===== src/rtl/gwsc_pkg.sv =====
// Shared constants, types and month tables for the GNSS week to calendar pipeline.
`timescale 1ns / 1ps
package gwsc_pkg;

   localparam int unsigned NUM_STAGES = 9;

   localparam logic [11:0] WEEK_OFFSET_RESET = 12'd1356;

   localparam logic [26:0] MS_PER_DAY    = 27'd86400000;
   localparam logic [21:0] MS_PER_HOUR   = 22'd3600000;
   localparam logic [15:0] MS_PER_MIN    = 16'd60000;
   localparam logic [16:0] MJD_WEEK_ZERO = 17'd44244;
   localparam logic [19:0] MJD_YEAR_BIAS = 20'd678940;
   localparam logic [16:0] DAYS_LEAP_YEAR = 17'd366;

   // Reciprocals for division by constants; each estimate is exact or one low.
   localparam logic [9:0]  RECIP_DAY  = 10'd795;
   localparam logic [10:0] RECIP_HOUR = 11'd1193;
   localparam logic [10:0] RECIP_MIN  = 11'd1118;
   // Exact reciprocals over the operand ranges used.
   localparam logic [20:0] RECIP_365  = 21'd1470880;
   localparam logic [12:0] RECIP_100  = 13'd5243;
   localparam logic [8:0]  DAYS_YEAR  = 9'd365;

   typedef struct packed {
      logic [NUM_STAGES-1:0] en;
      logic [NUM_STAGES-1:0] vld;
   } pipe_ctrl_type;

   // Days of the year that come before the month with zero-based index idx.
   function automatic logic [8:0] days_before(input logic [3:0] idx, input logic leap);
      logic [8:0] d;
      unique case (idx)
         4'd0:    d = 9'd0;
         4'd1:    d = 9'd31;
         4'd2:    d = 9'd59;
         4'd3:    d = 9'd90;
         4'd4:    d = 9'd120;
         4'd5:    d = 9'd151;
         4'd6:    d = 9'd181;
         4'd7:    d = 9'd212;
         4'd8:    d = 9'd243;
         4'd9:    d = 9'd273;
         4'd10:   d = 9'd304;
         4'd11:   d = 9'd334;
         default: d = 9'd0;
      endcase
      if (leap && (idx >= 4'd2)) begin
         d = d + 9'd1;
      end
      return d;
   endfunction

endpackage


===== src/rtl/gwsc_chan_if.sv =====
// Valid/ready channel interfaces for the request and response transfers.
`timescale 1ns / 1ps
interface gwsc_req_if;
   logic        valid;
   logic        ready;
   logic [12:0] gnss_week;
   logic [29:0] week_ms;

   modport source (output valid, output gnss_week, output week_ms, input ready);
   modport sink (input valid, input gnss_week, input week_ms, output ready);
endinterface

interface gwsc_rsp_if;
   logic        valid;
   logic        ready;
   logic [16:0] mjd_day;
   logic [11:0] year;
   logic [8:0]  day_of_year;
   logic [3:0]  month;
   logic [4:0]  day_of_month;
   logic [4:0]  hour;
   logic [5:0]  minute;
   logic [15:0] milli_in_minute;

   modport source (output valid, output mjd_day, output year, output day_of_year,
                   output month, output day_of_month, output hour, output minute,
                   output milli_in_minute, input ready);
   modport sink (input valid, input mjd_day, input year, input day_of_year,
                 input month, input day_of_month, input hour, input minute,
                 input milli_in_minute, output ready);
endinterface


===== src/rtl/gwsc_pipe_ctrl.sv =====
// Valid bits and per-stage load enables for the stallable pipeline.
`timescale 1ns / 1ps
module gwsc_pipe_ctrl import gwsc_pkg::*; (
   input  logic          clock,
   input  logic          reset,
   input  logic          in_valid,
   input  logic          out_ready,
   output pipe_ctrl_type ctrl
);

   logic [NUM_STAGES-1:0] vld_ff;
   logic [NUM_STAGES-1:0] vld_in;
   logic [NUM_STAGES-1:0] en;

   // A stage loads when it is empty or when the stage after it loads.
   always_comb begin
      en[NUM_STAGES-1] = !vld_ff[NUM_STAGES-1] || out_ready;
      for (int i = NUM_STAGES - 2; i >= 0; i--) begin
         en[i] = !vld_ff[i] || en[i+1];
      end
      vld_in = vld_ff;
      if (en[0]) begin
         vld_in[0] = in_valid;
      end
      for (int i = 1; i < NUM_STAGES; i++) begin
         if (en[i]) begin
            vld_in[i] = vld_ff[i-1];
         end
      end
   end

   always_ff @(posedge clock) begin
      if (reset) begin
         vld_ff <= '0;
      end else begin
         vld_ff <= vld_in;
      end
   end

   assign ctrl.en  = en;
   assign ctrl.vld = vld_ff;

endmodule


===== src/rtl/gwsc_day_split.sv =====
// Stages one to three: week offset, whole days of the week time, MJD and ms of day.
`timescale 1ns / 1ps
module gwsc_day_split import gwsc_pkg::*; (
   input  logic          clock,
   input  pipe_ctrl_type ctrl,
   input  logic [11:0]   week_offset,
   input  logic [12:0]   gnss_week,
   input  logic [29:0]   week_ms,
   output logic [16:0]   mjd_day,
   output logic [26:0]   day_ms
);

   logic [13:0] wk_ff, wk_in;
   logic [3:0]  q0_ff, q0_in;
   logic [29:0] ms_ff;
   logic [23:0] day_prod;

   logic [27:0] rem_ff, rem_in;
   logic [16:0] mjdp_ff, mjdp_in;
   logic [30:0] q_times_day;
   logic [16:0] wk_times_7;

   logic [16:0] mjd_ff, mjd_in;
   logic [26:0] sod_ff, sod_in;
   logic        day_carry;

   always_comb begin
      wk_in    = {1'b0, gnss_week} + {2'b0, week_offset};
      day_prod = 24'(week_ms[29:16]) * 24'(RECIP_DAY);
      q0_in    = day_prod[23:20];
   end

   always_comb begin
      q_times_day = 31'(q0_ff) * 31'(MS_PER_DAY);
      rem_in      = 28'({1'b0, ms_ff} - q_times_day);
      wk_times_7  = ({3'b0, wk_ff} << 3) - {3'b0, wk_ff};
      mjdp_in     = wk_times_7 + {13'b0, q0_ff} + MJD_WEEK_ZERO;
   end

   always_comb begin
      day_carry = rem_ff >= {1'b0, MS_PER_DAY};
      mjd_in    = mjdp_ff + {16'b0, day_carry};
      sod_in    = day_carry ? 27'(rem_ff - {1'b0, MS_PER_DAY}) : rem_ff[26:0];
   end

   always_ff @(posedge clock) begin
      if (ctrl.en[0]) begin
         wk_ff <= wk_in;
         q0_ff <= q0_in;
         ms_ff <= week_ms;
      end
      if (ctrl.en[1]) begin
         rem_ff  <= rem_in;
         mjdp_ff <= mjdp_in;
      end
      if (ctrl.en[2]) begin
         mjd_ff <= mjd_in;
         sod_ff <= sod_in;
      end
   end

   assign mjd_day = mjd_ff;
   assign day_ms  = sod_ff;

endmodule


===== src/rtl/gwsc_date.sv =====
// Stages four to nine: year estimate and correction, day of year, month and day.
`timescale 1ns / 1ps
module gwsc_date import gwsc_pkg::*; (
   input  logic          clock,
   input  pipe_ctrl_type ctrl,
   input  logic [16:0]   mjd_day_in,
   output logic [16:0]   mjd_day,
   output logic [11:0]   year,
   output logic [8:0]    day_of_year,
   output logic [3:0]    month,
   output logic [4:0]    day_of_month
);

   // Stage four: year estimate, never below the true year and at most two above.
   logic [19:0] yr_arg;
   logic [40:0] yr_prod;
   logic [11:0] y0_s4_ff;
   logic [16:0] mjd_s4_ff;

   // Stage five: century terms for candidate years estimate+1 down to estimate-2.
   logic [11:0] p_cand [4];
   logic [24:0] p100_prod [4];
   logic [22:0] p400_prod [4];
   logic [5:0]  q100_in [4];
   logic [3:0]  q400_in [4];
   logic [5:0]  q100_ff [4];
   logic [3:0]  q400_ff [4];
   logic [11:0] y0_s5_ff;
   logic [16:0] mjd_s5_ff;

   // Stage six: MJD of January first for each candidate.
   logic [11:0] p_s6 [4];
   logic [20:0] jan1_wide [4];
   logic [16:0] jan1_in [4];
   logic [16:0] jan1_ff [4];
   logic [11:0] y0_s6_ff;
   logic [16:0] mjd_s6_ff;

   // Stage seven: pick the latest candidate whose first of January is not after the MJD.
   logic [11:0] year_in;
   logic [8:0]  doy_in;
   logic        leap_in;
   logic [16:0] jan1_sel, jan1_next;
   logic [16:0] doy_wide;
   logic [11:0] year_s7_ff;
   logic [8:0]  doy_s7_ff;
   logic        leap_s7_ff;
   logic [16:0] mjd_s7_ff;

   // Stage eight: month from the cumulative month starts.
   logic [3:0]  month_in;
   logic [11:0] year_s8_ff;
   logic [8:0]  doy_s8_ff;
   logic        leap_s8_ff;
   logic [3:0]  month_s8_ff;
   logic [16:0] mjd_s8_ff;

   // Stage nine: day within the month.
   logic [8:0]  dom_wide;
   logic [11:0] year_ff;
   logic [8:0]  doy_ff;
   logic [3:0]  month_ff;
   logic [4:0]  dom_ff;
   logic [16:0] mjd_ff;

   always_comb begin
      yr_arg  = {3'b0, mjd_day_in} + MJD_YEAR_BIAS;
      yr_prod = 41'(yr_arg) * 41'(RECIP_365);
   end

   always_comb begin
      for (int k = 0; k < 4; k++) begin
         p_cand[k]    = y0_s4_ff - 12'(k);
         p100_prod[k] = 25'(p_cand[k]) * 25'(RECIP_100);
         p400_prod[k] = 23'(p_cand[k][11:2]) * 23'(RECIP_100);
         q100_in[k]   = p100_prod[k][24:19];
         q400_in[k]   = p400_prod[k][22:19];
      end
   end

   always_comb begin
      for (int k = 0; k < 4; k++) begin
         p_s6[k]      = y0_s5_ff - 12'(k);
         jan1_wide[k] = 21'(p_s6[k] + 12'd1) * 21'(DAYS_YEAR)
                        + 21'(p_s6[k][11:2]) + 21'(q400_ff[k]) - 21'(q100_ff[k])
                        - 21'(MJD_YEAR_BIAS);
         jan1_in[k]   = jan1_wide[k][16:0];
      end
   end

   always_comb begin
      if (mjd_s6_ff >= jan1_ff[1]) begin
         year_in   = y0_s6_ff;
         jan1_sel  = jan1_ff[1];
         jan1_next = jan1_ff[0];
      end else if (mjd_s6_ff >= jan1_ff[2]) begin
         year_in   = y0_s6_ff - 12'd1;
         jan1_sel  = jan1_ff[2];
         jan1_next = jan1_ff[1];
      end else begin
         year_in   = y0_s6_ff - 12'd2;
         jan1_sel  = jan1_ff[3];
         jan1_next = jan1_ff[2];
      end
      doy_wide = mjd_s6_ff - jan1_sel + 17'd1;
      doy_in   = doy_wide[8:0];
      leap_in  = (jan1_next - jan1_sel) == DAYS_LEAP_YEAR;
   end

   always_comb begin
      month_in = 4'd1;
      for (int i = 1; i < 12; i++) begin
         if (doy_s7_ff > days_before(4'(i), leap_s7_ff)) begin
            month_in = month_in + 4'd1;
         end
      end
   end

   always_comb begin
      dom_wide = doy_s8_ff - days_before(month_s8_ff - 4'd1, leap_s8_ff);
   end

   always_ff @(posedge clock) begin
      if (ctrl.en[3]) begin
         y0_s4_ff  <= yr_prod[40:29];
         mjd_s4_ff <= mjd_day_in;
      end
      if (ctrl.en[4]) begin
         q100_ff   <= q100_in;
         q400_ff   <= q400_in;
         y0_s5_ff  <= y0_s4_ff;
         mjd_s5_ff <= mjd_s4_ff;
      end
      if (ctrl.en[5]) begin
         jan1_ff   <= jan1_in;
         y0_s6_ff  <= y0_s5_ff;
         mjd_s6_ff <= mjd_s5_ff;
      end
      if (ctrl.en[6]) begin
         year_s7_ff <= year_in;
         doy_s7_ff  <= doy_in;
         leap_s7_ff <= leap_in;
         mjd_s7_ff  <= mjd_s6_ff;
      end
      if (ctrl.en[7]) begin
         year_s8_ff  <= year_s7_ff;
         doy_s8_ff   <= doy_s7_ff;
         leap_s8_ff  <= leap_s7_ff;
         month_s8_ff <= month_in;
         mjd_s8_ff   <= mjd_s7_ff;
      end
      if (ctrl.en[8]) begin
         year_ff  <= year_s8_ff;
         doy_ff   <= doy_s8_ff;
         month_ff <= month_s8_ff;
         dom_ff   <= dom_wide[4:0];
         mjd_ff   <= mjd_s8_ff;
      end
   end

   assign mjd_day      = mjd_ff;
   assign year         = year_ff;
   assign day_of_year  = doy_ff;
   assign month        = month_ff;
   assign day_of_month = dom_ff;

endmodule


===== src/rtl/gwsc_tod.sv =====
// Stages four to nine: hour, minute and milliseconds within the minute.
`timescale 1ns / 1ps
module gwsc_tod import gwsc_pkg::*; (
   input  logic          clock,
   input  pipe_ctrl_type ctrl,
   input  logic [26:0]   day_ms,
   output logic [4:0]    hour,
   output logic [5:0]    minute,
   output logic [15:0]   milli_in_minute
);

   logic [21:0] h_prod;
   logic [4:0]  h0_s4_ff;
   logic [26:0] sod_s4_ff;

   logic [26:0] h_times_ms;
   logic [22:0] rh_in;
   logic [4:0]  h0_s5_ff;
   logic [22:0] rh_s5_ff;

   logic        h_carry;
   logic [4:0]  hour_in;
   logic [21:0] inh_in;
   logic [4:0]  hour_s6_ff;
   logic [21:0] inh_s6_ff;

   logic [22:0] m_prod;
   logic [4:0]  hour_s7_ff;
   logic [5:0]  m0_s7_ff;
   logic [21:0] inh_s7_ff;

   logic [21:0] m_times_ms;
   logic [16:0] rm_in;
   logic [4:0]  hour_s8_ff;
   logic [5:0]  m0_s8_ff;
   logic [16:0] rm_s8_ff;

   logic        m_carry;
   logic [4:0]  hour_ff;
   logic [5:0]  minute_ff;
   logic [15:0] milli_ff;

   always_comb begin
      h_prod     = 22'(day_ms[26:16]) * 22'(RECIP_HOUR);
      h_times_ms = 27'(h0_s4_ff) * 27'(MS_PER_HOUR);
      rh_in      = 23'(sod_s4_ff - h_times_ms);
      h_carry    = rh_s5_ff >= {1'b0, MS_PER_HOUR};
      hour_in    = h0_s5_ff + {4'b0, h_carry};
      inh_in     = h_carry ? 22'(rh_s5_ff - {1'b0, MS_PER_HOUR}) : rh_s5_ff[21:0];
      m_prod     = 23'(inh_s6_ff[21:10]) * 23'(RECIP_MIN);
      m_times_ms = 22'(m0_s7_ff) * 22'(MS_PER_MIN);
      rm_in      = 17'(inh_s7_ff - m_times_ms);
      m_carry    = rm_s8_ff >= {1'b0, MS_PER_MIN};
   end

   always_ff @(posedge clock) begin
      if (ctrl.en[3]) begin
         h0_s4_ff  <= h_prod[20:16];
         sod_s4_ff <= day_ms;
      end
      if (ctrl.en[4]) begin
         h0_s5_ff <= h0_s4_ff;
         rh_s5_ff <= rh_in;
      end
      if (ctrl.en[5]) begin
         hour_s6_ff <= hour_in;
         inh_s6_ff  <= inh_in;
      end
      if (ctrl.en[6]) begin
         hour_s7_ff <= hour_s6_ff;
         m0_s7_ff   <= m_prod[21:16];
         inh_s7_ff  <= inh_s6_ff;
      end
      if (ctrl.en[7]) begin
         hour_s8_ff <= hour_s7_ff;
         m0_s8_ff   <= m0_s7_ff;
         rm_s8_ff   <= rm_in;
      end
      if (ctrl.en[8]) begin
         hour_ff   <= hour_s8_ff;
         minute_ff <= m0_s8_ff + {5'b0, m_carry};
         milli_ff  <= m_carry ? 16'(rm_s8_ff - {1'b0, MS_PER_MIN}) : rm_s8_ff[15:0];
      end
   end

   assign hour            = hour_ff;
   assign minute          = minute_ff;
   assign milli_in_minute = milli_ff;

endmodule


===== src/rtl/gnss_week_seconds_to_calendar_top.sv =====
// Top level of the GNSS week and time-of-week to calendar date converter.
// The block takes one request transfer per cycle while no stall holds it back, and
// each request passes through nine register stages; a stalled response holds the
// pipeline back only as far as the stages that are full. The week offset register
// (reset 1356) is added to every request week and should be written only while the
// pipeline is empty.
`timescale 1ns / 1ps
module gnss_week_seconds_to_calendar_top import gwsc_pkg::*; (
   input  logic        clock,
   input  logic        reset,
   input  logic        csr_wr_en,
   input  logic [11:0] csr_wr_data,
   gwsc_req_if.sink    req_ch,
   gwsc_rsp_if.source  rsp_ch
);

   logic [11:0]   week_offset_ff;
   pipe_ctrl_type ctrl;
   logic [16:0]   mjd_s3;
   logic [26:0]   sod_s3;

   always_ff @(posedge clock) begin
      if (reset) begin
         week_offset_ff <= WEEK_OFFSET_RESET;
      end else if (csr_wr_en) begin
         week_offset_ff <= csr_wr_data;
      end
   end

   gwsc_pipe_ctrl u_ctrl (
      .clock     (clock),
      .reset     (reset),
      .in_valid  (req_ch.valid),
      .out_ready (rsp_ch.ready),
      .ctrl      (ctrl)
   );

   assign req_ch.ready = ctrl.en[0];
   assign rsp_ch.valid = ctrl.vld[NUM_STAGES-1];

   gwsc_day_split u_day_split (
      .clock       (clock),
      .ctrl        (ctrl),
      .week_offset (week_offset_ff),
      .gnss_week   (req_ch.gnss_week),
      .week_ms     (req_ch.week_ms),
      .mjd_day     (mjd_s3),
      .day_ms      (sod_s3)
   );

   gwsc_date u_date (
      .clock        (clock),
      .ctrl         (ctrl),
      .mjd_day_in   (mjd_s3),
      .mjd_day      (rsp_ch.mjd_day),
      .year         (rsp_ch.year),
      .day_of_year  (rsp_ch.day_of_year),
      .month        (rsp_ch.month),
      .day_of_month (rsp_ch.day_of_month)
   );

   gwsc_tod u_tod (
      .clock           (clock),
      .ctrl            (ctrl),
      .day_ms          (sod_s3),
      .hour            (rsp_ch.hour),
      .minute          (rsp_ch.minute),
      .milli_in_minute (rsp_ch.milli_in_minute)
   );

endmodule


===== src/flat_wrapper.sv =====
// flat-port wrapper written by rule: the top's interface ports become plain ports
module gnss_week_seconds_to_calendar_top_flat import gwsc_pkg::*;
  (clock, reset, csr_wr_en, csr_wr_data, req_ch_valid, req_ch_gnss_week, req_ch_week_ms, req_ch_ready, rsp_ch_valid, rsp_ch_mjd_day, rsp_ch_year, rsp_ch_day_of_year, rsp_ch_month, rsp_ch_day_of_month, rsp_ch_hour, rsp_ch_minute, rsp_ch_milli_in_minute, rsp_ch_ready);
  gwsc_req_if req_ch_i ();
  gwsc_rsp_if rsp_ch_i ();
  input  logic clock;
  input  logic reset;
  input  logic csr_wr_en;
  input  logic [11:0] csr_wr_data;
  input wire logic [$bits(req_ch_i.valid)-1:0] req_ch_valid;
  input wire logic [$bits(req_ch_i.gnss_week)-1:0] req_ch_gnss_week;
  input wire logic [$bits(req_ch_i.week_ms)-1:0] req_ch_week_ms;
  output wire logic [$bits(req_ch_i.ready)-1:0] req_ch_ready;
  output wire logic [$bits(rsp_ch_i.valid)-1:0] rsp_ch_valid;
  output wire logic [$bits(rsp_ch_i.mjd_day)-1:0] rsp_ch_mjd_day;
  output wire logic [$bits(rsp_ch_i.year)-1:0] rsp_ch_year;
  output wire logic [$bits(rsp_ch_i.day_of_year)-1:0] rsp_ch_day_of_year;
  output wire logic [$bits(rsp_ch_i.month)-1:0] rsp_ch_month;
  output wire logic [$bits(rsp_ch_i.day_of_month)-1:0] rsp_ch_day_of_month;
  output wire logic [$bits(rsp_ch_i.hour)-1:0] rsp_ch_hour;
  output wire logic [$bits(rsp_ch_i.minute)-1:0] rsp_ch_minute;
  output wire logic [$bits(rsp_ch_i.milli_in_minute)-1:0] rsp_ch_milli_in_minute;
  input wire logic [$bits(rsp_ch_i.ready)-1:0] rsp_ch_ready;
  assign req_ch_i.valid = req_ch_valid;
  assign req_ch_i.gnss_week = req_ch_gnss_week;
  assign req_ch_i.week_ms = req_ch_week_ms;
  assign req_ch_ready = req_ch_i.ready;
  assign rsp_ch_valid = rsp_ch_i.valid;
  assign rsp_ch_mjd_day = rsp_ch_i.mjd_day;
  assign rsp_ch_year = rsp_ch_i.year;
  assign rsp_ch_day_of_year = rsp_ch_i.day_of_year;
  assign rsp_ch_month = rsp_ch_i.month;
  assign rsp_ch_day_of_month = rsp_ch_i.day_of_month;
  assign rsp_ch_hour = rsp_ch_i.hour;
  assign rsp_ch_minute = rsp_ch_i.minute;
  assign rsp_ch_milli_in_minute = rsp_ch_i.milli_in_minute;
  assign rsp_ch_i.ready = rsp_ch_ready;
  gnss_week_seconds_to_calendar_top u_core (.clock(clock), .reset(reset), .csr_wr_en(csr_wr_en), .csr_wr_data(csr_wr_data), .req_ch(req_ch_i), .rsp_ch(rsp_ch_i));
endmodule

===== config.mk =====
export PLATFORM = sky130hd
export DESIGN_NAME = gnss_week_seconds_to_calendar_top_flat
export DESIGN_NICKNAME = d
export VERILOG_FILES = /design/src/rtl/gwsc_pkg.sv /design/src/rtl/gwsc_chan_if.sv /design/src/rtl/gwsc_pipe_ctrl.sv /design/src/rtl/gwsc_day_split.sv /design/src/rtl/gwsc_date.sv /design/src/rtl/gwsc_tod.sv /design/src/rtl/gnss_week_seconds_to_calendar_top.sv /design/src/flat_wrapper.sv
export SDC_FILE = /design/constraint.sdc
export NUM_CORES = 2
export LEC_CHECK = 0
export BUFFER_PORTS_ARGS = -buffer_cell sky130_fd_sc_hd__buf_4
export CAP_MARGIN = 20
export CORE_MARGIN = 3
export CORE_UTILIZATION = 45
export DETAILED_ROUTE_END_ITERATION = 12
export PLACE_DENSITY = 0.58
export SKIP_LAST_GASP = 1
export SYNTH_ARGS = -nofsm -noshare
export SYNTH_HDL_FRONTEND = slang
export SYNTH_SLANG_ARGS = --single-unit

===== constraint.sdc =====
create_clock -name clock -period 8.9 [get_ports clock]
set_clock_uncertainty 0.1 [all_clocks]
set_input_delay 1.78 -clock clock [delete_from_list [all_inputs] [get_ports clock]]
set_output_delay 1.78 -clock clock [all_outputs]
set_load 0.05 [all_outputs]

==> impl_metrics.toml <==
[setup_path]
path_max_fanout = 8
worstPathRequired_ns = 9.20
critical_setup_path_kind = "reg2reg"
reg2reg_to = "u_core.u_date.y0_s4_ff[9]"
reg2reg_slack_ns = 0.68
arrival_ns = 8.53
critical-path-slowest-cell = "sky130_fd_sc_hd__fa_1"
max_stage_delay_ns = 0.56
critical_path.endpoint_type = "flop"
count_of_cells_along_the_worst_register_to_register_path = 29
timing.rr.start = "u_core.u_day_split.mjd_day[2]"
worst_setup_path_start_kind = "flop"

[synth]
postSynthRegisterBits = 646
synth_commonest_cells = "sky130_fd_sc_hd__inv_1, sky130_fd_sc_hd__ha_1, sky130_fd_sc_hd__fa_1"
postSynth.asyncResetShare_pct = 0
synthesized_netlist_net_count = 8267
yosys.area_share.xor_xnor_pct = 6.53
synth_fa_ha_area_share_pct = 43.3
synth_ff_type = "sky130_fd_sc_hd__edfxtp_1"
synth-edff-count = 625
syn_avg_cell_area_sq_um = 10.9
yosysSeqAreaShare_pct = 28.2
synthTopCellsByArea = "sky130_fd_sc_hd__edfxtp_1, sky130_fd_sc_hd__ha_1, sky130_fd_sc_hd__fa_1, sky130_fd_sc_hd__inv_1, sky130_fd_sc_hd__xnor2_1"
synth_cells = 6262
synth_compound_gate_area_share_pct = 7.00
synthSimpleGateAreaFrac_pct = 5.75
synth_mux_area_share_pct = 0.287
yosys.area.top_type = "sky130_fd_sc_hd__edfxtp_1"
yosysWarningCount = 0
netlist.area_leader.share_pct = 27.6
synthDistinctLibCells = 88
yosysMostFrequentCell = "sky130_fd_sc_hd__inv_1"
synth_area_sq_um = 68000
main_combinational_cell_family_by_area_after_synthesis = "adder cells"

[clock_network]
clock_tree.htree_level_count = 3
cts.clk_slew.worst_paths_ns = 0.06
ctsRootBufferMaster = "sky130_fd_sc_hd__clkbuf_16"
cts_max_path_buffers = 3
worst_skew_pair_later_pin_latency_ns = 0.68
tritoncts.num_buffers = 73
tritoncts = "done"
tritoncts_num_sinks = 646

[placed_design]
standard_cell_area_after_detailed_placement_sq_um = 71700
port_buffers = 135
hpwlAfterDp_um = 121000
gpl.final_weighted_congestion = 0.879

[layout]
post_route_cells_drive_above_1_share_pct = 5.55
layout.cell_area.non_filler_sq_um = 74300
final_nets = 8466
syn2layout_area_growth_pct = 9.30
antenna_cells = 0

[floorplan]
die_width_um = 395
start_util_pct = 45.3
fp.coreArea_sq_um = 150000
dieArea_sq_um = 156000
fp.dieH_um = 395
boundaryPins = 136
rows = 142

[global_route]
grt_antenna_before_repair = 1
grt_pass1_wl_um = 234000
number_of_global_route_vias_before_repair = 44300
grt-ovfl-total = 0
groute.usage.overall_pct = 18.8
grt_max_degree = 80

[timing]
fin_tns_setup_ns = 0
maxSlewViolCount = 0
timing.final.crit_share_pct = 92.4
max_freq_mhz = 122
report.final.hold_viol_count = 0
slew_headroom_pct = 33.1
final.min_clock_period_ns = 8.22
rsz0062_at_grt = "no"
worst_pin_slew_ns = 0.996
report.final.setup_viol = 0

[detailed_routing]
drt_drc_violations_left = 0
via_count = 42100
route.final.wire_length_um = 142000
dr.pass1.iters = 5
drt_iter0_drc = 1810
wire_length_per_cell_after_detailed_routing_um = 16.6
postRouteAntennaNets = 0
vias_per_cell = 4.93

[min_path]
timing.hold.worst_path_depth = 0
hp-class = "reg2reg"
worst_hold_path.endpoint = "u_core.u_date.mjd_s8_ff[13]"
timing.hold.worst.start = "u_core.u_date.mjd_s7_ff[13]"

[status]
status = "complete, no violations"

[flow_run]
cap_viol_max_count = 0
## cells by family after synthesis
group,count (synthesis)
AND/OR/NAND/NOR,811
flip-flops,646
multiplexers,19
adder cells (fa/ha/maj),1945
XOR/XNOR,502
AO/OA/AOI/OAI,725
buffers and inverters,1614
## routing by layer
layer | GRT usage, % | routed length (um) | vias to the layer above | part of all wire (%)
met2 | 31.5 | 66900 | 512 | 47
met3 | 2.13 | 4710 | 138 | 3.3
met5 | 0 | 13 | - | 0.0092
met1 | 26.1 | 67100 | 20500 | 47
li1 | - | - | 20900 | -
met4 | 4.66 | 3230 | 2 | 2.3
## critical path, delay by kind of cell (launching register included)
kind	cells	cell delay [ns]
AOI/OAI and AO/OA	10	1.97
buffers and inverters	4	0.61
DFF	1	0.51
xor gates and xnor gates	2	0.68
adders and majority gates	8	3.18
and+or+nand+nor	5	0.92
## layout by cell type, fill, tap and decap left out, drive strengths merged, types with 18 or more instances in the layout
| cell | n |
|---|---|
| inv | 1557 |
| ha | 1269 |
| fa | 676 |
| edfxtp | 625 |
| xnor2 | 358 |
| nor2 | 233 |
| a21oi | 208 |
| nand2 | 197 |
| buf | 181 |
| o21ai | 147 |
| xor2 | 143 |
| a21o | 117 |
| clkbuf | 84 |
| nor3 | 75 |
| nand3 | 62 |
| nor2b | 48 |
| nand2b | 43 |
| o211ai | 36 |
| o21bai | 35 |
| clkinv | 32 |
| and3 | 31 |
| nand4 | 25 |
| o21a | 22 |
| dfxtp | 21 |
| a21boi | 18 |
| or2 | 18 |
## registers in the layout (all words and copies together) (netlist names), 22 cells and up
register                   count
u_core.u_tod.rh_s5_ff         23
u_core.u_day_split.rem_ff     28
u_core.u_tod.inh_s6_ff        22
u_core.u_day_split.day_ms     27
u_core.u_date.q100_ff         24
u_core.u_tod.sod_s4_ff        23
u_core.u_day_split.ms_ff      28
u_core.u_date.jan1_ff         68
## cell type report
class,instances,area (sq um)
fillers,13700,75600
multi-input cells,4002,42800
flip-flops and latches,646,19200
inverters,1557,5850
well taps,2016,2520
clock buffers,84,1880
repair buffers,181,1370
clock inverters,49,739
## worst max path at each step
stage | to | slack (ns) | startpoint | cells past startpoint
after detailed placement | u_core.u_date.y0_s4_ff[9] | 0.49 | u_core.u_day_split.mjd_day[2] | 28
after floorplan | req_ch_ready | 1.06 | rsp_ch_ready | 6
after global routing | u_core.u_date.y0_s4_ff[9] | 0.006 | u_core.u_day_split.mjd_day[2] | 27
after CTS | u_core.u_date.y0_s4_ff[11] | 0.41 | u_core.u_day_split.mjd_day[2] | 28
after global placement | u_core.u_date.y0_s4_ff[11] | 0.51 | u_core.u_day_split.mjd_day[2] | 28
final | u_core.u_date.y0_s4_ff[9] | 0.68 | u_core.u_day_split.mjd_day[2] | 29
## per-stage QoR
step           setup WS, ns  std cells  utilization (%)  hold slack [ns]
2_1_floorplan          1.06       6262                -            0.300
6_report              0.677       8535             49.6            0.310
5_1_grt             0.00601       8535             49.6            0.315
4_1_cts               0.411       8534             49.5            0.306
3_3_place_gp          0.508       8401             47.8            0.301
3_5_place_dp          0.489       8401             47.8            0.305
## what timing repair did
item                       CTS  global route
hold buffers                 0             0
buffers inserted             0             0
setup endpoints to repair    0             5
gates resized for setup      0             3
Power is not shown: default switching activity piles up to over one toggle a cycle in this logic, so the estimate is an artifact.
